**config.mk**
```make
export PLATFORM = sky130hd
export DESIGN_NAME = i2c_bus_clear_sequencer_core_flat
export DESIGN_NICKNAME = d
export VERILOG_FILES = /design/src/ibc_pkg.sv /design/src/ibc_if.sv /design/src/i2c_bus_clear_sequencer_core.sv /design/src/flat_wrapper.sv
export SDC_FILE = /design/constraint.sdc
export NUM_CORES = 1
export LEC_CHECK = 0
export BUFFER_PORTS_ARGS = -buffer_cell sky130_fd_sc_hd__buf_2
export CORE_UTILIZATION = 45
export CTS_CLUSTER_SIZE = 30
export DETAILED_ROUTE_END_ITERATION = 8
export GPL_TIMING_DRIVEN = 0
export MAX_ROUTING_LAYER = met4
export PLACE_DENSITY = 0.74
export SLEW_MARGIN = 20
export SYNTH_ARGS = -nofsm -noshare
export SYNTH_HDL_FRONTEND = slang
export SYNTH_SLANG_ARGS = --single-unit
```
**constraint.sdc**
```tcl
create_clock -name clk -period 11.72 [get_ports clk]
set_input_delay 1.758 -clock clk [delete_from_list [all_inputs] [get_ports clk]]
set_output_delay 1.758 -clock clk [all_outputs]
set_load 0.1 [all_outputs]
```
**src/ibc_pkg.sv**
```systemverilog
// Shared constants for the I2C bus-clear sequencer.
package ibc_pkg;

  localparam int COUNT_WIDTH_DEF = 32;
  localparam int TIMER_WIDTH_DEF = 16;
  localparam int OUT_CNT_W       = 32;
  localparam int CFG_W           = 16;
  localparam int PULSE_W         = 4;
  localparam int COND_W          = 2;
  localparam int PADDR_W         = 4;
  localparam int PDATA_W         = 32;

  localparam logic [PULSE_W-1:0] PULSE_CAP    = 4'd9;
  localparam logic [CFG_W-1:0]   HALF_RESET   = 16'd5;
  localparam logic [CFG_W-1:0]   SETTLE_RESET = 16'd10;

  // register indexes (paddr[3:2])
  localparam logic [1:0] REG_HALF   = 2'd0;
  localparam logic [1:0] REG_SETTLE = 2'd1;
  localparam logic [1:0] REG_PULSES = 2'd2;

  // bus classification
  localparam logic [COND_W-1:0] COND_IDLE = 2'd0;

  // sequencer phases
  localparam logic [2:0] PH_IDLE     = 3'd0;
  localparam logic [2:0] PH_SETTLE   = 3'd1;
  localparam logic [2:0] PH_LOW      = 3'd2;
  localparam logic [2:0] PH_HIGH     = 3'd3;
  localparam logic [2:0] PH_STOP_SDA = 3'd4;
  localparam logic [2:0] PH_STOP_SCL = 3'd5;
  localparam logic [2:0] PH_STOP_END = 3'd6;

endpackage

```
**src/ibc_if.sv**
```systemverilog
// Item channel interfaces: tick input and result output.
interface ibc_in_if;
  logic valid;
  logic ready;
  logic sda_level;
  logic scl_level;
  logic start_request;

  modport source (output valid, sda_level, scl_level, start_request, input ready);
  modport sink   (input valid, sda_level, scl_level, start_request, output ready);
endinterface

interface ibc_out_if;
  import ibc_pkg::*;
  logic                 valid;
  logic                 ready;
  logic                 scl_pull_low;
  logic                 sda_pull_low;
  logic                 busy_res;
  logic                 done_res;
  logic                 outcome;
  logic [COND_W-1:0]    bus_condition;
  logic [OUT_CNT_W-1:0] recoveries;
  logic [OUT_CNT_W-1:0] timeouts;

  modport source (output valid, scl_pull_low, sda_pull_low, busy_res, done_res, outcome,
                  bus_condition, recoveries, timeouts, input ready);
  modport sink   (input valid, scl_pull_low, sda_pull_low, busy_res, done_res, outcome,
                  bus_condition, recoveries, timeouts, output ready);
endinterface

```
**src/i2c_bus_clear_sequencer_core.sv**
```systemverilog
// I2C bus-clear sequencer: up to nine SCL recovery pulses, one tick item per cycle unless the output stalls.
// The result of a tick item is written to the output register by the same edge that accepts it.
// Throughput: one item per cycle; the input stays ready while the output register is
// empty or being drained in the same cycle.
// Reset (synchronous, rst_n low): sequencer idle, lines released, counters zero,
// registers back to half period 5, settle 10, max pulses 9.
module i2c_bus_clear_sequencer_core #(
  parameter int COUNT_WIDTH = ibc_pkg::COUNT_WIDTH_DEF,
  parameter int TIMER_WIDTH = ibc_pkg::TIMER_WIDTH_DEF
) (
  input  logic                        clk,
  input  logic                        rst_n,
  ibc_in_if.sink                      in_ch,
  ibc_out_if.source                   out_ch,
  input  logic                        psel,
  input  logic                        penable,
  input  logic                        pwrite,
  input  logic [ibc_pkg::PADDR_W-1:0] paddr,
  input  logic [ibc_pkg::PDATA_W-1:0] pwdata,
  output logic [ibc_pkg::PDATA_W-1:0] prdata,
  output logic                        pready
);
  import ibc_pkg::*;

  logic [CFG_W-1:0]       half_r, settle_r;
  logic [PULSE_W-1:0]     max_pulses_r;

  logic [2:0]             phase_r, phase_nxt;
  logic [TIMER_WIDTH-1:0] timer_r, timer_nxt;
  logic [PULSE_W-1:0]     pulses_r, pulses_nxt;
  logic [COND_W-1:0]      cond_r, cond_nxt;
  logic [COUNT_WIDTH-1:0] rec_r, rec_nxt;
  logic [COUNT_WIDTH-1:0] flt_r, flt_nxt;
  logic                   drv_scl_r, drv_scl_nxt;
  logic                   drv_sda_r, drv_sda_nxt;

  logic                   done_nxt, outcome_nxt;
  logic                   out_valid_r;
  logic                   in_acc;
  logic                   wr_en;

  logic [COND_W-1:0]      cond_now;
  logic [PULSE_W-1:0]     pulse_lim;
  logic                   wait_done;
  logic [TIMER_WIDTH-1:0] half_load, settle_load;

  function automatic logic [TIMER_WIDTH-1:0] load_val(input logic [CFG_W-1:0] ticks);
    logic [TIMER_WIDTH-1:0] v;
    v = TIMER_WIDTH'(ticks);
    if (v == '0) begin
      v = TIMER_WIDTH'(1);
    end
    return v;
  endfunction

  // ---------------- configuration port ----------------
  assign pready = 1'b1;
  assign wr_en  = psel && penable && pwrite && pready;

  always_ff @(posedge clk) begin
    if (!rst_n) begin
      half_r       <= HALF_RESET;
      settle_r     <= SETTLE_RESET;
      max_pulses_r <= PULSE_CAP;
    end else if (wr_en) begin
      case (paddr[3:2])
        REG_HALF:   half_r       <= pwdata[CFG_W-1:0];
        REG_SETTLE: settle_r     <= pwdata[CFG_W-1:0];
        REG_PULSES: max_pulses_r <= pwdata[PULSE_W-1:0];
        default: ;
      endcase
    end
  end

  always_comb begin
    case (paddr[3:2])
      REG_HALF:   prdata = PDATA_W'(half_r);
      REG_SETTLE: prdata = PDATA_W'(settle_r);
      REG_PULSES: prdata = PDATA_W'(max_pulses_r);
      default:    prdata = '0;
    endcase
  end

  // ---------------- sequencer next state ----------------
  assign in_acc      = in_ch.valid && in_ch.ready;
  assign in_ch.ready = !out_valid_r || out_ch.ready;

  // bit 0: SDA stuck low, bit 1: SCL stuck low
  assign cond_now    = {!in_ch.scl_level, !in_ch.sda_level};
  assign pulse_lim   = (max_pulses_r > PULSE_CAP) ? PULSE_CAP : max_pulses_r;
  assign wait_done   = (timer_r <= TIMER_WIDTH'(1));
  assign half_load   = load_val(half_r);
  assign settle_load = load_val(settle_r);

  always_comb begin
    phase_nxt   = phase_r;
    timer_nxt   = timer_r;
    pulses_nxt  = pulses_r;
    cond_nxt    = cond_r;
    rec_nxt     = rec_r;
    flt_nxt     = flt_r;
    drv_scl_nxt = drv_scl_r;
    drv_sda_nxt = drv_sda_r;
    done_nxt    = 1'b0;
    outcome_nxt = 1'b0;

    if (phase_r != PH_IDLE && !wait_done) begin
      timer_nxt = timer_r - TIMER_WIDTH'(1);
    end

    case (phase_r)
      PH_IDLE: begin
        if (in_ch.start_request) begin
          cond_nxt = cond_now;
          if (cond_now == COND_IDLE) begin
            done_nxt = 1'b1;
          end else begin
            drv_scl_nxt = 1'b0;
            drv_sda_nxt = 1'b0;
            pulses_nxt  = '0;
            timer_nxt   = settle_load;
            phase_nxt   = PH_SETTLE;
          end
        end
      end
      PH_SETTLE, PH_HIGH: begin
        if (wait_done) begin
          timer_nxt = half_load;
          if (!(in_ch.sda_level && in_ch.scl_level) && pulses_r < pulse_lim) begin
            pulses_nxt  = pulses_r + PULSE_W'(1);
            drv_scl_nxt = 1'b1;
            drv_sda_nxt = 1'b0;
            phase_nxt   = PH_LOW;
          end else begin
            drv_scl_nxt = 1'b0;
            drv_sda_nxt = 1'b1;
            phase_nxt   = PH_STOP_SDA;
          end
        end
      end
      PH_LOW: begin
        if (wait_done) begin
          drv_scl_nxt = 1'b0;
          timer_nxt   = half_load;
          phase_nxt   = PH_HIGH;
        end
      end
      PH_STOP_SDA: begin
        if (wait_done) begin
          drv_scl_nxt = 1'b0;
          timer_nxt   = half_load;
          phase_nxt   = PH_STOP_SCL;
        end
      end
      PH_STOP_SCL: begin
        if (wait_done) begin
          drv_sda_nxt = 1'b0;
          timer_nxt   = settle_load;
          phase_nxt   = PH_STOP_END;
        end
      end
      PH_STOP_END: begin
        if (wait_done) begin
          cond_nxt = cond_now;
          done_nxt = 1'b1;
          if (cond_now == COND_IDLE) begin
            if (rec_r != '1) begin
              rec_nxt = rec_r + COUNT_WIDTH'(1);
            end
          end else begin
            if (flt_r != '1) begin
              flt_nxt = flt_r + COUNT_WIDTH'(1);
            end
            outcome_nxt = 1'b1;
          end
          drv_scl_nxt = 1'b0;
          drv_sda_nxt = 1'b0;
          phase_nxt   = PH_IDLE;
        end
      end
      default: begin
        drv_scl_nxt = 1'b0;
        drv_sda_nxt = 1'b0;
        phase_nxt   = PH_IDLE;
      end
    endcase
  end

  always_ff @(posedge clk) begin
    if (!rst_n) begin
      phase_r   <= PH_IDLE;
      timer_r   <= '0;
      pulses_r  <= '0;
      cond_r    <= COND_IDLE;
      rec_r     <= '0;
      flt_r     <= '0;
      drv_scl_r <= 1'b0;
      drv_sda_r <= 1'b0;
    end else if (in_acc) begin
      phase_r   <= phase_nxt;
      timer_r   <= timer_nxt;
      pulses_r  <= pulses_nxt;
      cond_r    <= cond_nxt;
      rec_r     <= rec_nxt;
      flt_r     <= flt_nxt;
      drv_scl_r <= drv_scl_nxt;
      drv_sda_r <= drv_sda_nxt;
    end
  end

  // ---------------- result register ----------------
  always_ff @(posedge clk) begin
    if (!rst_n) begin
      out_valid_r <= 1'b0;
    end else if (in_acc) begin
      out_valid_r <= 1'b1;
    end else if (out_ch.ready) begin
      out_valid_r <= 1'b0;
    end
  end

  always_ff @(posedge clk) begin
    if (in_acc) begin
      out_ch.scl_pull_low  <= drv_scl_nxt;
      out_ch.sda_pull_low  <= drv_sda_nxt;
      out_ch.busy_res      <= (phase_nxt != PH_IDLE);
      out_ch.done_res      <= done_nxt;
      out_ch.outcome       <= outcome_nxt;
      out_ch.bus_condition <= cond_nxt;
      out_ch.recoveries    <= OUT_CNT_W'(rec_nxt);
      out_ch.timeouts      <= OUT_CNT_W'(flt_nxt);
    end
  end

  assign out_ch.valid = out_valid_r;

  // ---------------- assertions ----------------
  a_pulse_cap: assert property (@(posedge clk) disable iff (!rst_n)
    pulses_r <= PULSE_CAP)
    else $error("pulse count above cap");

  a_done_not_busy: assert property (@(posedge clk) disable iff (!rst_n)
    out_valid_r && out_ch.done_res |-> !out_ch.busy_res)
    else $error("done result still busy");

  a_outcome_done: assert property (@(posedge clk) disable iff (!rst_n)
    out_valid_r && out_ch.outcome |-> out_ch.done_res)
    else $error("fault outcome without done");

  a_idle_released: assert property (@(posedge clk) disable iff (!rst_n)
    phase_r == PH_IDLE |-> !drv_scl_r && !drv_sda_r)
    else $error("line driven while idle");

  a_scl_low_phase: assert property (@(posedge clk) disable iff (!rst_n)
    drv_scl_r |-> phase_r == PH_LOW)
    else $error("SCL driven outside low half period");

endmodule

```
**src/flat_wrapper.sv**
```systemverilog
// flat-port wrapper written by rule: the top's interface ports become plain ports
module i2c_bus_clear_sequencer_core_flat import ibc_pkg::*;
#(
  parameter int COUNT_WIDTH = ibc_pkg::COUNT_WIDTH_DEF,
  parameter int TIMER_WIDTH = ibc_pkg::TIMER_WIDTH_DEF
)
  (clk, rst_n, psel, penable, pwrite, paddr, pwdata, prdata, pready, in_ch_valid, in_ch_sda_level, in_ch_scl_level, in_ch_start_request, in_ch_ready, out_ch_valid, out_ch_scl_pull_low, out_ch_sda_pull_low, out_ch_busy_res, out_ch_done_res, out_ch_outcome, out_ch_bus_condition, out_ch_recoveries, out_ch_timeouts, out_ch_ready);
  ibc_in_if in_ch_i ();
  ibc_out_if out_ch_i ();
  input  logic clk;
  input  logic rst_n;
  input  logic psel;
  input  logic penable;
  input  logic pwrite;
  input  logic [ibc_pkg::PADDR_W-1:0] paddr;
  input  logic [ibc_pkg::PDATA_W-1:0] pwdata;
  output logic [ibc_pkg::PDATA_W-1:0] prdata;
  output logic pready;
  input wire logic [$bits(in_ch_i.valid)-1:0] in_ch_valid;
  input wire logic [$bits(in_ch_i.sda_level)-1:0] in_ch_sda_level;
  input wire logic [$bits(in_ch_i.scl_level)-1:0] in_ch_scl_level;
  input wire logic [$bits(in_ch_i.start_request)-1:0] in_ch_start_request;
  output wire logic [$bits(in_ch_i.ready)-1:0] in_ch_ready;
  output wire logic [$bits(out_ch_i.valid)-1:0] out_ch_valid;
  output wire logic [$bits(out_ch_i.scl_pull_low)-1:0] out_ch_scl_pull_low;
  output wire logic [$bits(out_ch_i.sda_pull_low)-1:0] out_ch_sda_pull_low;
  output wire logic [$bits(out_ch_i.busy_res)-1:0] out_ch_busy_res;
  output wire logic [$bits(out_ch_i.done_res)-1:0] out_ch_done_res;
  output wire logic [$bits(out_ch_i.outcome)-1:0] out_ch_outcome;
  output wire logic [$bits(out_ch_i.bus_condition)-1:0] out_ch_bus_condition;
  output wire logic [$bits(out_ch_i.recoveries)-1:0] out_ch_recoveries;
  output wire logic [$bits(out_ch_i.timeouts)-1:0] out_ch_timeouts;
  input wire logic [$bits(out_ch_i.ready)-1:0] out_ch_ready;
  assign in_ch_i.valid = in_ch_valid;
  assign in_ch_i.sda_level = in_ch_sda_level;
  assign in_ch_i.scl_level = in_ch_scl_level;
  assign in_ch_i.start_request = in_ch_start_request;
  assign in_ch_ready = in_ch_i.ready;
  assign out_ch_valid = out_ch_i.valid;
  assign out_ch_scl_pull_low = out_ch_i.scl_pull_low;
  assign out_ch_sda_pull_low = out_ch_i.sda_pull_low;
  assign out_ch_busy_res = out_ch_i.busy_res;
  assign out_ch_done_res = out_ch_i.done_res;
  assign out_ch_outcome = out_ch_i.outcome;
  assign out_ch_bus_condition = out_ch_i.bus_condition;
  assign out_ch_recoveries = out_ch_i.recoveries;
  assign out_ch_timeouts = out_ch_i.timeouts;
  assign out_ch_i.ready = out_ch_ready;
  i2c_bus_clear_sequencer_core #(.COUNT_WIDTH(COUNT_WIDTH), .TIMER_WIDTH(TIMER_WIDTH)) u_core (.clk(clk), .rst_n(rst_n), .in_ch(in_ch_i), .out_ch(out_ch_i), .psel(psel), .penable(penable), .pwrite(pwrite), .paddr(paddr), .pwdata(pwdata), .prdata(prdata), .pready(pready));
endmodule
```
# Word level (Yosys, flattened, before mapping)
# Cells that the tools add are included.
dict set report word_totals {
  ff_bits 199
  latch_bits 0
  ram_bits 0
  mem_bits_ro 0
  inputBits 46
  word_cells 126
  mem_count 0
}
dict set report classes {
  addsub 4
  mul 0
  div_mod_pow 0
  n_lt_le_gt_ge 3
  n_eq_ne 14
  shift 0
  mux 54
  bitwise 0
  reduce_logical 31
}
# operator n
set ops {}
lappend ops {{$mux W32} 8}
lappend ops {{$mux W16} 7}
lappend ops {{$pmux W16 S3} 2}
lappend ops {{$add A32 B1 Y32 const B} 2}
lappend ops {{$ne A32 B32 Y1 const B} 2}
lappend ops {{$logic_not A16 Y1} 2}
lappend ops {{$mux W3} 8}
lappend ops {{$mux W4} 5}
lappend ops {{$pmux W3 S6} 1}
lappend ops {{$le A16 B1 Y1 const B} 1}
lappend ops {{$mux W1} 16}
lappend ops {{$sub A16 B1 Y16 const B} 1}
lappend ops {{$eq A3 B3 Y1 const B} 3}
lappend ops {{$pmux W1 S4} 2}
lappend ops {{$pmux W4 S2} 1}
lappend ops {{$reduce_and A2 Y1} 4}
lappend ops {{$eq A3 B2 Y1 const B} 2}
lappend ops {{$logic_and A1 B1 Y1} 6}
lappend ops {{$reduce_and A6 Y1} 1}
lappend ops {{$reduce_bool A3 Y1} 2}
lappend ops {{$reduce_or A2 Y1} 3}
lappend ops {{$logic_not A1 Y1} 5}
lappend ops {{$add A4 B1 Y4 const B} 1}
lappend ops {{$gt A4 B4 Y1 const B} 1}
lappend ops {{other kinds (15)} 20}

# Logic depth before layout (Yosys ltp)
dict set report depth {
  word_depth 8
  depth_mapped 10
  depth_no_buf 8
}

# Least setup slack after synthesis
# OpenSTA, ideal clock, no wires.
dict set report synth_path {
  path_kind {in2out}
  from {input paddr[2] (netlist bit)}
  to {output prdata[0] (netlist bit)}
  t_arrival_ps 4360
  required_ps 9962
  setup_slack_ps 5602
  cell_stages 3
  n_path_buf 1
  path_cell_list {buf_1 -> mux2i_1 -> o21ai_0}
}
dict set report synth_between {
  elab_chain_cells 2
}
# item line_no
set synth_lines {}
lappend synth_lines {{from (decl)} flat_wrapper.sv:15} ;# input logic [ibc_pkg::PADDR_W-1:0] paddr;
lappend synth_lines {{$eq A2 B2 Y1 (tied with other cells)} i2c_bus_clear_sequencer_core.sv:76} ;# case (paddr[3:2])
lappend synth_lines {{$pmux W16 S3 *} i2c_bus_clear_sequencer_core.sv:76}
lappend synth_lines {{to (decl)} flat_wrapper.sv:17} ;# output logic [ibc_pkg::PDATA_W-1:0] prdata;
# Every way passes the cells marked *; elsewhere a longest branch is shown, timed or not.

# Final worst setup path
dict set report layout_path {
  from {input paddr[2] (netlist bit)}
  to {output prdata[12] (netlist bit)}
}
# Same word-level chain as after synthesis.

==> summary.txt <==
Worst setup path
  • Crit-path cells: buf_2 > buf_1 > buf_1 > mux2i_1 > nor2_1 > buf_2
  • Critical path's largest stage delay: 0.62 ns
  • Crit. Startpoint: paddr[2]
  • Crit-path max FO: 10
  • CP Capture Type: output port
  • WS Path Type: in2out
  • R2R Path End: u_core.timer_r[5]$_SDFFE_PN0P_
  • Reg2reg start: u_core.timer_r[7]$_SDFFE_PN0P_
  • CP bufs+invs: 4
  • Crit path DAT: 3.74 ns
  • Worst EP required: 9.96 ns
  • R2R depth: 8
  • Critical Path Start Type: input pin
  • Critical Path Stages: 6
  • Reg2reg setup slack: 8.30 ns
  • Cell family contributing the most delay on the critical path: buffers and inverters
  • Crit-path slowest cell: buf_1

Floorplan
  • Core area: 0.0220 sq mm
  • Initial core utilization: 46.4%
  • IO Pins: 152
  • Die Y: 153 um
  • Floorplan row count: 54
  • Die area: 0.0233 sq mm
  • Die W: 153 um

Clocking
  • Clock root buffer: clkbuf_16
  • Clock Tree Buf Depth: 2
  • Skew-Pair Late Insertion Delay: 0.45 ns
  • Post-CTS Setup Bufs: 0
  • Worst-path clk slew: 0.07 ns
  • Num Clock Sinks: 199
  • Cts-stage hold buffer count: 0
  • CTS resizes: 0
  • Clock H-tree levels: 4
  • CTS buffer count: 17
  • TritonCTS clock tree: done

Logic synthesis
  • Synth Cell Area: 0.0102 sq mm
  • Yosys reg bits: 199
  • Mean Syn Cell Area: 8.82 sq um
  • Mapped Cells: 1160
  • Warning count from the yosys run: 0
  • Number of synthesized flops with an enable pin: 71
  • Post-synthesis sequential area ratio: 45.9%
  • Distinct cells, synth: 63
  • Count leader, synth: nand2_1
  • Synth Flop Type: dfxtp_1
  • Top cells by count, synth: nand2_1, dfxtp_1, nor2_1
  • Asr flop ratio synth: 0%
  • Yosys top cell area share: 25.1%
  • Synth area leader: dfxtp_1
  • Synth top area cells: dfxtp_1, edfxtp_1, nand2_1, xor2_1, a21oi_1

Global route
  • Largest net degree at the start of global routing: 54
  • Vias in the first global route: 8468
  • First-pass GRT wire length: 43300 um
  • Total GRT Usage: 23.7%
  • Initial antenna violation count: 0
  • Grt total ovfl: 0

Timing
  • Fmax: 182 MHz
  • Setup Skew: 0.0145 ns
  • Max Transition Viols Final: 0
  • Hold Vio Cnt, Final: 0
  • Setup violations, final: 0
  • Final worst slack: 6.22 ns
  • Least-Margin Pin Slew: 0.909 ns
  • TNS Setup: 0 ns
  • RSZ-0062 raised after global routing: no
  • Post-route minimum period: 5.50 ns
  • Slew Limit Headroom: 38.9%
  • Final period utilization: 46.9%

Worst hold path
  • Hold endpoint: u_core.drv_sda_r$_SDFFE_PN0P_
  • Worst Hold Class: reg2reg
  • Worst hold start: u_core.drv_sda_r$_SDFFE_PN0P_
  • Hold Path Cell Cnt: 2

Layout
  • Layout cell share with drive strength beyond 1: 14.4%
  • Fin nets: 1364
  • Ant. Diodes: 0
  • Layout area overhead: 15.8%
  • # fillers: 2025

Status
  • Failing checks: DRC
  • Outcome: complete, but fails checks

Detailed routing
  • DRT Pass-1 Iters: 8
  • Average wire per standard cell: 16.7 um
  • Vias: 9281
  • Residual DRC: 12
  • Post-route ant nets: 0
  • Drt total wl: 26800 um
  • Vias per inst: 5.79
  • Initial DRC count: 955

Placed design
  • Dpl ws: 6.26 ns
  • Routability Congestion: 0.937
  • Buffers on Ports: 115
  • DPL Wire Length: 19000 um

Power and ir drop
  • Peak VDD IR: 99.6 uV
  • Leakage: 4.38 nW
  • Pwr Density: 137 mW/mm^2

Job
  • Max-cap violations: 0
## routing by layer
metal	track usage, %	wire length, um	part of all wire, %
met4	7.79	601	2.2
met3	4.69	2200	8.2
met1	31.1	11800	44
met2	36.6	12100	45
met5	-	0	0
## layout by cell type, fill, tap and decap left out, drive strengths merged, types with 9 or more instances in the layout
cell and count:
a221oi 11, nand2b 17, xor2 46, and3 15, nand4 32, or4 21
nand2 160, conb 17, xnor2 44, a21oi 79, or2 9, inv 25
o31ai 17, buf 143, edfxtp 71, o21ai 38, dfxtp 128, mux2i 28
nor2 98, or3 25, clkbuf 80, nor4 37, nand3 49, nor3 44
## sequential cells by signal, indices dropped and copies added (netlist names), 3 cells and up
| signal | count |
|---|---|
| u_core.max_pulses_r | 4 |
| u_core.rec_r | 32 |
| u_core.flt_r | 32 |
| u_core.out_ch.timeouts | 32 |
| u_core.out_ch.recoveries | 32 |
| u_core.timer_r | 16 |
| u_core.pulses_r | 4 |
| u_core.half_r | 16 |
| u_core.phase_r | 3 |
| u_core.settle_r | 16 |
## per-stage QoR
stage	power, mW	util [%]	area [sq um]	instances	hold WS (ns)
after floorplan	0.979	-	10300	1175	0.448
after global placement	1.03	50.9	11200	1570	0.460
after detailed placement	1.04	51.1	11200	1571	0.472
after CTS	1.62	53.7	11800	1603	0.482
after global routing	1.67	53.7	11800	1603	0.521
final	1.62	53.7	11800	1603	0.476
## worst reg2reg max path, cell delays in order (launching register included)
cell      delay (ns)
dfxtp_1         0.36
or4_4           0.59
nor4_1          0.39
clkbuf_1        0.47
nand2_1         0.40
o31a_1          0.47
clkbuf_1        0.28
a21oi_1         0.24
o22ai_1         0.10
## final cells by class
cell class / count / area (sq um) / area share [%]
plain buffers: 89 / 419 / 3.54
repair buffers: 116 / 603 / 5.09
multi-input cells: 869 / 5110 / 43.2
well taps: 280 / 350 / 2.96
flip-flops and latches: 199 / 4690 / 39.7
clock inverters: 14 / 161 / 1.36
clock buffers: 18 / 429 / 3.63
inverters: 18 / 67.6 / 0.571
## worst max path at each step
| stage | endpoint | slack (ns) |
|---|---|---|
| 6_report | prdata[12] | 6.22 |
| 4_1_cts | prdata[5] | 6.24 |
| 3_3_place_gp | u_core.timer_r[4]$_SDFFE_PN0P_ | 5.01 |
| 2_1_floorplan | prdata[0] | 5.60 |
| 3_5_place_dp | prdata[12] | 6.26 |
| 5_1_grt | prdata[11] | 6.12 |
## logic make-up after synthesis
kind of cell             share of synthesized area (%)
AND/OR/NAND/NOR                                   25.8
flip-flops                                        45.9
AO/OA/AOI/OAI                                     12.0
buffers and inverters                             4.72
XOR/XNOR                                          7.71
multiplexers                                      2.85
adder cells (fa/ha/maj)                          0.979
other                                           0.0734
## report_power, final
| part | leakage, nW | internal [mW] | switching (mW) |
|---|---|---|---|
| clock | 0.287 | 0.304 | 0.289 |
| sequential | 1.74 | 0.732 | 0.00860 |
| combinational | 2.35 | 0.0511 | 0.234 |
Power figures use the tool's default switching activity.
